`config.mk`:
```
export PLATFORM = sky130hd
export DESIGN_NAME = lslfe_ctrl
export DESIGN_NICKNAME = d
export VERILOG_FILES = /design/src/lslfe_pkg.sv /design/src/lslfe_ctrl.sv
export SDC_FILE = /design/constraint.sdc
export NUM_CORES = 1
export LEC_CHECK = 0
export BUFFER_PORTS_ARGS = -buffer_cell sky130_fd_sc_hd__buf_2
export CAP_MARGIN = 10
export CORE_AREA = 2 2 39 41
export CTS_CLUSTER_DIAMETER = 80
export DETAILED_ROUTE_END_ITERATION = 6
export DIE_AREA = 0 0 41 43
export GPL_ROUTABILITY_DRIVEN = 0
export GPL_TIMING_DRIVEN = 0
export PLACE_DENSITY = 0.46
export SYNTH_ARGS = -nofsm -noshare
export SYNTH_HDL_FRONTEND = slang
export SYNTH_SLANG_ARGS = --single-unit
```
`constraint.sdc`:
```
create_clock -name clk_i -period 1.35 [get_ports clk_i]
set_clock_uncertainty 0.2 [all_clocks]
set_input_delay 0.0675 -clock clk_i [delete_from_list [all_inputs] [get_ports clk_i]]
set_output_delay 0.0675 -clock clk_i [all_outputs]
set_load 0.01 [all_outputs]
```
`src/lslfe_pkg.sv`:
```
// ----------------------------------------------------------------------------
// lslfe_pkg: shared types and codes for the least-squares line fit block
// Input and result beat structs, fit status codes, controller commands.
// ----------------------------------------------------------------------------
package lslfe_pkg;

  localparam int unsigned CoordW = 16;

  typedef struct packed {
    logic signed [CoordW-1:0] x_coord;
    logic signed [CoordW-1:0] y_coord;
    logic                     last_point;
  } point_t;

  typedef struct packed {
    logic signed [31:0] slope;
    logic signed [31:0] intercept;
    logic [47:0]        energy;
    logic [1:0]         fit_status;
    logic               points_dropped;
  } result_t;

  localparam logic [1:0] StatusFitted = 2'd0;
  localparam logic [1:0] StatusFew    = 2'd1;
  localparam logic [1:0] StatusDegen  = 2'd2;

  // controller to datapath
  typedef struct packed {
    logic load;      // take a point beat
    logic prod_go;   // start product pass
    logic div_go;    // start one division
    logic div_sel;   // 0 slope, 1 intercept
    logic sqrt_go;
    logic walk_go;
    logic finish;    // present result and clear set
  } dp_cmd_t;

  // datapath to controller
  typedef struct packed {
    logic prod_done;
    logic div_done;
    logic sqrt_done;
    logic walk_done;
    logic few;
    logic degen;
  } dp_sts_t;

endpackage

```
`src/lslfe_ctrl.sv`:
```
// ----------------------------------------------------------------------------
// lslfe_ctrl: sequencer for the fit
// Steps through load, products, slope and intercept divides (skipped if the
// set is few or degenerate), square root, distance walk, then one result beat.
// ----------------------------------------------------------------------------
module lslfe_ctrl (
  input  logic               clk_i,
  input  logic               rst_ni,
  input  logic               start_i,
  input  logic               last_i,
  input  lslfe_pkg::dp_sts_t sts_i,
  output lslfe_pkg::dp_cmd_t cmd_o,
  output logic               busy_o
);

  localparam logic [3:0] StIdle  = 4'd0;
  localparam logic [3:0] StProd  = 4'd1;
  localparam logic [3:0] StPrdW  = 4'd2;
  localparam logic [3:0] StDivS  = 4'd3;
  localparam logic [3:0] StDivSW = 4'd4;
  localparam logic [3:0] StDivB  = 4'd5;
  localparam logic [3:0] StDivBW = 4'd6;
  localparam logic [3:0] StSqrt  = 4'd7;
  localparam logic [3:0] StSqrtW = 4'd8;
  localparam logic [3:0] StWalk  = 4'd9;
  localparam logic [3:0] StWalkW = 4'd10;
  localparam logic [3:0] StDone  = 4'd11;

  logic [3:0] state_q, state_d;

  always_comb begin
    state_d = state_q;
    cmd_o   = '0;
    case (state_q)
      StIdle: begin
        if (start_i) begin
          cmd_o.load = 1'b1;
          if (last_i) state_d = StProd;
        end
      end
      StProd: begin
        cmd_o.prod_go = 1'b1;
        state_d = StPrdW;
      end
      StPrdW: begin
        if (sts_i.prod_done) begin
          if (sts_i.few || sts_i.degen) state_d = StSqrt;
          else state_d = StDivS;
        end
      end
      StDivS: begin
        cmd_o.div_go = 1'b1;
        state_d = StDivSW;
      end
      StDivSW: begin
        if (sts_i.div_done) state_d = StDivB;
      end
      StDivB: begin
        cmd_o.div_go  = 1'b1;
        cmd_o.div_sel = 1'b1;
        state_d = StDivBW;
      end
      StDivBW: begin
        cmd_o.div_sel = 1'b1;
        if (sts_i.div_done) state_d = StSqrt;
      end
      StSqrt: begin
        cmd_o.sqrt_go = 1'b1;
        state_d = StSqrtW;
      end
      StSqrtW: begin
        if (sts_i.sqrt_done) state_d = StWalk;
      end
      StWalk: begin
        cmd_o.walk_go = 1'b1;
        state_d = StWalkW;
      end
      StWalkW: begin
        if (sts_i.walk_done) state_d = StDone;
      end
      StDone: begin
        cmd_o.finish = 1'b1;
        state_d = StIdle;
      end
      default: state_d = StIdle;
    endcase
  end

  assign busy_o = (state_q != StIdle);

  always_ff @(posedge clk_i or negedge rst_ni) begin
    if (!rst_ni) begin
      state_q <= StIdle;
    end else begin
      state_q <= state_d;
    end
  end

endmodule

```
==> metrics.yaml, run 1 <==
synthesis:
  synth_seq_area_share_pct: 32.4
  synthXorXnorAreaFrac_pct: 5.67
  synth_cell_types: 21
  ys_warn_count: 0
  yosys_most_used_dff: "dfrtp_1"
  synthArstFlopShare_pct: 100
  synth_top_family_by_area: "simple AND/OR/NAND/NOR gates"
  synthTopCellsByCount: "dfrtp_1, nor2_1, o21a_1"
  synth-compound-area-share_pct: 19.8
  ys_ff_latch: 4
  avgSynthCellArea_um2: 9.09
  syn_inst: 34
  synth-edff-count: 0
  netlist_area_um2: 309
  yosys.area_share.simple_pct: 24.3
  synth.area.top_cells: "dfrtp_1, buf_6, o21a_1, mux2i_1, xnor2_1"
  yosysTopAreaCell: "dfrtp_1"
  muxShareOfSynthArea_pct: 6.48
  synthAdderAreaFrac_pct: 0
  yosysTopAreaCellShare_pct: 32.4
  syn_nets: 44
layout:
  ff_latch_area_um2: 101
  fin_util_pct: 47.8
  fill_cells: 135
  multi_input_area_um2: 241
  drive_above_1_share_pct: 61.8
  fin_nets: 80
  largest_register_ffs: 4
  reg_top3: "state_q: 4 flops"
  area_delta_synth_final_pct: 114
  n_antenna_cell: 0
  top_register: "state_q"
critical_path:
  cp-start-kind: "flip-flop"
  crit_chain: "buf_6 -> or4_4 -> nor2_4 -> buf_6"
  crit_type: "flip-flop to output pin"
  crit_slowest_cell: "or4_4"
  max_stage_delay_ns: 0.53
  arrival_ns: 1.46
  worst_setup_path_end_kind: "output pin"
  critical_path.max_fanout: 3
  cpMostUsedCell: "buf_6"
  crit_required_ns: 1.08
die:
  die_area_um2: 1760
  die_w_um: 41
  ios: 18
  die_y_um: 43
  num_rows: 14
  core_area_um2: 1380
  start_util_pct: 22.3
clock_network:
  root_buffer: "clkbuf_4"
  numClockSinks: 4
  cts.path.max_buffers: 2
  numCtsBuffers: 3
  insertion_delay_ns: 0.23
  ctsHtreeMaxLevel: 1
  clk_pin_slew_ns: 0.04
  cts_tree: "done"
timing:
  fin_crit_ns: 1.73
  relSlewSlack_pct: 85.4
  clock.fmax_mhz: 578
  worst_slack_ns: -0.381
  finalHoldViolations: 0
  totalNegativeSetupSlack_ns: -1.62
  slew_violations: 0
  rsz0062_at_grt: "yes"
  fin_crit_sh_pct: 128
  tightestPinTransition_ns: 0.218
  setup_viol_count_final: 9
power:
  seqPwrFrac_pct: 16.2
  leakage_nw: 0.334
  p_int_mw: 0.920
  vdd_drop_max_mv: 0.918
  p_comb_share_pct: 73.8
  swShare_pct: 38.3
  finalPower_mw: 1.49
  switchingPower_mw: 0.572
  pwr_density_cell_nw_per_um2: 2260
  clkPwrFrac_pct: 10.0
global_route:
  grt_max_degree: 11
  grtUsageTotal_pct: 12.3
  grt_overflow: 0
  grt_first_pass_wirelength_mm: 1.42
  grt_pass1_vias: 351
  antenna_found_initial: 0
detailed_routing:
  wl_per_cell_um: 10.8
  drt-total-wl_um: 909
  drt_iter0_markers: 3
  vias: 369
  dr.pass1.iters: 4
  drc: 0
  ant_nets: 0
  vias_per_cell: 4.39
run:
  drv_cap: 0
run_status:
  status: "finished, violations left"
  violations: "negative setup slack"
place:
  io_buffers: 17
  dp_hpwl_um: 526
worst_hold_path:
  hold_path.class: "input port to flip-flop"
worst paths after layout:
path,start,end,slack [ns],depth (start not counted)
min in group asynchronous,rst_ni,state_q[1]$_DFFE_PN0P_,0.53,3
min,last_i,state_q[0]$_DFFE_PN0P_,0.04,4
max reg2reg,state_q[1]$_DFFE_PN0P_,state_q[0]$_DFFE_PN0P_,-0.01,4
max,state_q[0]$_DFFE_PN0P_,cmd_o[6],-0.38,4
max in group asynchronous,rst_ni,state_q[3]$_DFFE_PN0P_,0.23,3
min reg2reg,state_q[3]$_DFFE_PN0P_,state_q[1]$_DFFE_PN0P_,0.36,1
cell usage in the layout (no fill, tap or decap):
master         netlist  final
buf_2                1     15
buf_6                2      7
dlygate4sd3_1        0      7
buf_4                0      4
nor2_1               4      3
o21a_1               3      3
clkbuf_4             0      3
dfrtp_1              4      3
inv_1                2      2
mux2i_1              2      2
nand2b_4             0      1
or2b_1               1      1
xnor2_2              0      1
nand2b_1             2      1
nor3_1               1      1
nand2_4              0      1
or4_4                1      1
nor2_2               1      1
nor2_4               0      1
xnor2_4              0      1
nor3b_2              0      1
a31oi_1              1      1
a21oi_1              1      1
nor2b_4              0      1
a221oi_2             0      1
a211o_2              1      1
o32ai_1              1      1
buf_8                0      1
dfrtp_2              0      1
cell families after synthesis:
family,after synthesis
simple gates,13
mux,2
xor+xnor,2
flops,4
buf+inv,5
compound gates,8
power by group through the flow:
stage          logic, mW  registers, mW  clock network, mW
6_report            1.10          0.241              0.150
5_1_grt             1.18          0.250              0.155
4_1_cts            0.744          0.231              0.155
3_5_place_dp       0.658          0.222                  0
3_3_place_gp       0.659          0.222                  0
2_1_floorplan      0.504          0.212                  0
area by class of cell:
| class | count | share of cell area (%) |
|---|---|---|
| clock buffer | 3 | 3.40 |
| sequential | 4 | 15.3 |
| inverter | 2 | 1.13 |
| multi-input combinational | 25 | 36.5 |
| buffer | 2 | 3.40 |
| timing repair buffer | 32 | 37.2 |
| tap | 16 | 3.02 |
worst max-delay path: cells and delay by family, from the launching register on:
| family | cells | cell delay [ns] |
|---|---|---|
| buf+inv | 2 | 0.23 |
| flops | 1 | 0.36 |
| simple gates | 2 | 0.64 |
stage by stage:
step / std cells / hold WS [ns] / worst slack, ns / cell area, um^2
final: 84 / 0.0437 / -0.381 / 662
after global routing: 84 / 0.0600 / -0.411 / 662
after CTS: 78 / 0.0506 / -0.384 / 541
after detailed placement: 67 / -0.323 / -0.158 / 419
after global placement: 67 / -0.322 / -0.154 / 419
after floorplan: 34 / -0.428 / -0.0818 / 314
routing by layer:
layer  GRT usage [%]  wire length (um)  up-vias
met3            1.57                30        0
met2            18.4               501       10
met5               0                 0        -
met4            10.0                 0        0
li1                -                 -      186
met1            14.7               377      173
timing repair:
item                                    in CTS  in global routing
buffers inserted                             1                  7
pin swaps                                    1                  6
resized for setup                            4                 18
endpoints found under the setup margin       8                  9
endpoints found under the hold margin        5                  0
hold buffers                                 7                  0
Power figures use the tool's default switching activity.
==> inputs of run 2 (changes only) <==
--- a/config.mk
+++ b/config.mk
@@ -5,6 +5,7 @@
 export SDC_FILE = /design/constraint.sdc
 export NUM_CORES = 1
 export LEC_CHECK = 0
+export ABC_AREA = 1
 export BUFFER_PORTS_ARGS = -buffer_cell sky130_fd_sc_hd__buf_2
 export CAP_MARGIN = 10
 export CORE_AREA = 2 2 39 41
@@ -13,6 +14,7 @@
 export DIE_AREA = 0 0 41 43
 export GPL_ROUTABILITY_DRIVEN = 0
 export GPL_TIMING_DRIVEN = 0
+export HOLD_SLACK_MARGIN = 0.05
 export PLACE_DENSITY = 0.46
 export SYNTH_ARGS = -nofsm -noshare
 export SYNTH_HDL_FRONTEND = slang
==> run 2 against run 1 <==
- the flow still finishes with violations (negative setup slack)
- clock power shrank 3%
- cell count grew 21%
- count of clock-buffer cells in the layout is the same
- core utilization shrank 2.9 points
- global-route usage shrank 0.39 points
- worst hold slack gained 0.020 ns
- critical path type unchanged
- highest routed layer unchanged
==> metrics.yaml, run 2 <==
synthesis:
  synth.most_common_cell: "nand2_1"
  syn_inst: 53  # was 34
  avgSynthCellArea_um2: 6.00  # was 9.09 um^2
  syn_nets: 63  # was 44
  synth.area.top_cells: "dfrtp_1, nand2_1, nor2_1, inv_1, nand3_1"  # was dfrtp_1, buf_6, o21a_1, mux2i_1, xnor2_1
  ys_warn_count: 0  # unchanged
  synthArstFlopShare_pct: 100  # unchanged
  ys_ff_latch: 4  # unchanged
  synth-edff-count: 0  # unchanged
  yosysTopAreaCell: "dfrtp_1"  # unchanged
  synthTopCellsByCount: "nand2_1, nor2_1, inv_1"  # was dfrtp_1, nor2_1, o21a_1
  yosys_most_used_dff: "dfrtp_1"  # unchanged
  synth_cell_types: 15  # was 21
  synth_seq_area_share_pct: 31.5  # was 32.4%
  yosysTopAreaCellShare_pct: 31.5  # was 32.4%
  netlist_area_um2: 318  # was 309 um^2
timing:
  clock.fmax_mhz: 676  # was 578 MHz
  setup_viol_count_final: 8  # was 9
  relSlewSlack_pct: 84.6  # was 85.4%
  slew_violations: 0  # unchanged
  rsz0062_at_grt: "yes"  # unchanged
  fin_crit_sh_pct: 110  # was 128%
  fin_crit_ns: 1.48  # was 1.73 ns
  tightestPinTransition_ns: 0.229  # was 0.218 ns
  worst_slack_ns: -0.129  # was -0.381 ns
  finalHoldViolations: 0  # unchanged
clock_network:
  cts_tree: "done"  # unchanged
  ctsHtreeMaxLevel: 1  # unchanged
  numCtsBuffers: 3  # unchanged
  cts.path.max_buffers: 2  # unchanged
  insertion_delay_ns: 0.23  # about the same
  root_buffer: "clkbuf_4"  # unchanged
  numClockSinks: 4  # unchanged
  clk_pin_slew_ns: 0.04  # about the same
die:
  start_util_pct: 23.0  # was 22.3%
  num_rows: 14  # unchanged
  die_y_um: 43  # unchanged
  die_w_um: 41  # unchanged
  ios: 18  # unchanged
  core_area_um2: 1380  # unchanged
  die_area_um2: 1760  # unchanged
power:
  switchingPower_mw: 0.657  # was 0.572 mW
  clkPwrFrac_pct: 10.4  # was 10.0%
  leakage_nw: 0.334  # about the same
  p_comb_share_pct: 69.5  # was 73.8%
  p_int_mw: 0.740  # was 0.920 mW
  pwr_density_cell_nw_per_um2: 2250  # was 2260 nW/um^2
  seqPwrFrac_pct: 20.1  # was 16.2%
  swShare_pct: 47.0  # was 38.3%
  vdd_drop_max_mv: 1.04  # was 0.918 mV
layout:
  final_area_um2: 622  # was 662 um^2
  drive_above_1_share_pct: 54.7  # was 61.8%
  fin_nets: 98  # was 80
  layout_commonest_cell: "buf_2"  # unchanged
  fin_util_pct: 44.9  # was 47.8%
  largest_register_ffs: 4  # unchanged
  top_register: "state_q"  # unchanged
  n_antenna_cell: 0  # unchanged
  fin_cells: 102  # was 84
  layout_common_cells: "buf_2, nand2_1, inv_1, buf_4, nor2_1"  # was buf_2, buf_6, dlygate4sd3_1
  area_delta_synth_final_pct: 95.7  # was 114%
  reg_top3: "state_q: 4 flops"  # unchanged
worst_hold_path:
  hold_path.class: "input port to flip-flop"  # unchanged
detailed_routing:
  wl_per_cell_um: 8.81  # was 10.8 um
  drt-total-wl_um: 899  # was 909 um
  vias_per_cell: 4.13  # was 4.39
  drc: 0  # unchanged
  ant_nets: 0  # unchanged
  dr.pass1.iters: 4  # unchanged
  vias: 421  # was 369
  drt_iter0_markers: 8  # was 3
global_route:
  met1_usage_pct: 13.4  # was 14.7%
  busiest_layer: "met2"  # unchanged
  grt_overflow: 0  # unchanged
  use_met3_pct: 1.57  # unchanged
  antenna_found_initial: 0  # unchanged
  grtUsageTotal_pct: 11.9  # was 12.3%
  grt_pass1_vias: 390  # was 351
  grt_use_met2_pct: 20.3  # was 18.4%
  grt_first_pass_wirelength_mm: 1.44  # was 1.42 mm
  grt_max_degree: 6  # was 11
critical_path:
  max_stage_delay_ns: 0.42  # was 0.53 ns
  crit_type: "flip-flop to output pin"  # unchanged
  r2r_start: "state_q[0]$_DFFE_PN0P_"  # was state_q[1]$_DFFE_PN0P_
  rr_worst_depth: 7  # was 4
  crit_chain: "nand2_2 -> inv_2 -> or2_1 -> nor2_1 -> buf_2"  # was buf_6 -> or4_4 -> nor2_4 -> buf_6
  r2r_end: "state_q[2]$_DFFE_PN0P_"  # was state_q[0]$_DFFE_PN0P_
  arrival_ns: 1.21  # was 1.46 ns
  crit_required_ns: 1.08  # about the same
  cp.depth: 5  # was 4
  cp-start-kind: "flip-flop"  # unchanged
  crit_family: "flip-flops"  # was simple AND/OR/NAND/NOR gates
  critical_path_buf_inv_count: 2  # unchanged
  worstSetupEndpoint: "cmd_o[3]"  # was cmd_o[6]
  critical_path.max_fanout: 4  # was 3
  crit_slowest_cell: "dfrtp_2"  # was or4_4
  crit_start: "state_q[1]$_DFFE_PN0P_"  # was state_q[0]$_DFFE_PN0P_
  r2r_slack_ns: -0.05  # was -0.01 ns
  worst_setup_path_end_kind: "output pin"  # unchanged
run_status:
  status: "finished, violations left"  # unchanged
  violations: "negative setup slack"  # unchanged
place:
  dpl_cell_area_um2: 423  # was 419 um^2
  io_buffers: 17  # unchanged
  placedCellCount: 86  # was 67
  dp_hpwl_um: 640  # was 526 um
run:
  drv_cap: 0  # unchanged
[run 2: logic make-up after synthesis]
logic type / count (synthesis) / synth area share [%]
buf+inv: 11 / 13.0
simple gates: 34 / 48.4
compound gates: 4 / 7.09
flops: 4 / 31.5
[run 2: how the worst min path moves through the flow]
stage	start	endpoint	slack, ns	cells past startpoint
after global routing	start_i	state_q[0]$_DFFE_PN0P_	0.1	5
final	start_i	state_q[0]$_DFFE_PN0P_	0.06	5
after floorplan	rst_ni	state_q[0]$_DFFE_PN0P_	-0.43	0
after CTS	start_i	state_q[0]$_DFFE_PN0P_	0.06	5
after detailed placement	rst_ni	state_q[0]$_DFFE_PN0P_	-0.33	1
after global placement	rst_ni	state_q[0]$_DFFE_PN0P_	-0.32	1
[run 2: per-layer routing]
metal / share of wire, % / wire length (um) / vias up
li1: - / - / 228
met1: 45 / 403 / 186
met2: 51 / 462 / 7
met3: 3.7 / 33 / 0
met4: 0 / 0 / 0
met5: 0 / 0 / -
[run 2: layout make-up]
type	instances	area [um^2]
inverters	11	43.8
repair buffers	30	205
well taps	16	20.0
multi-input cells	38	228
clock buffers	3	22.5
flip-flops and latches	4	103
fillers	155	762
[run 2: power by group through the flow]
stage          logic [mW]  registers, mW  clock network, mW
4_1_cts             0.897          0.279              0.154
6_report            0.972          0.281              0.145
2_1_floorplan       0.443          0.249                  0
3_3_place_gp        0.622          0.265                  0
3_5_place_dp        0.621          0.262                  0
5_1_grt              1.09          0.290              0.163
[run 2: what timing repair did]
| action | 4_1_cts | 5_1_grt |
|---|---|---|
| endpoints found under the setup margin | 8 | 10 |
| hold buffers | 5 | 0 |
| pin swaps | 4 | 1 |
| gates resized for setup | 15 | 4 |
| buffers inserted | 7 | 1 |
| endpoints found under the hold margin | 6 | 0 |
[run 2: metrics by stage]
stage / setup slack (ns) / hold WS [ns] / total power [mW] / setup TNS [ns]
2_1_floorplan: 0.117 / -0.428 / 0.692 / 0
3_3_place_gp: -0.00228 / -0.325 / 0.887 / -0.00228
3_5_place_dp: -0.00850 / -0.327 / 0.883 / -0.00850
4_1_cts: -0.150 / 0.0569 / 1.33 / -0.552
5_1_grt: -0.213 / 0.0959 / 1.54 / -1.48
6_report: -0.129 / 0.0641 / 1.40 / -0.640
[run 2: worst reg2reg max path: cells and delay by family (launching register included)]
family / cells / cell delay [ns]
and+or+nand+nor: 4 / 0.27
AOI/OAI and AO/OA: 1 / 0.17
buffers and inverters: 2 / 0.24
DFF: 1 / 0.41
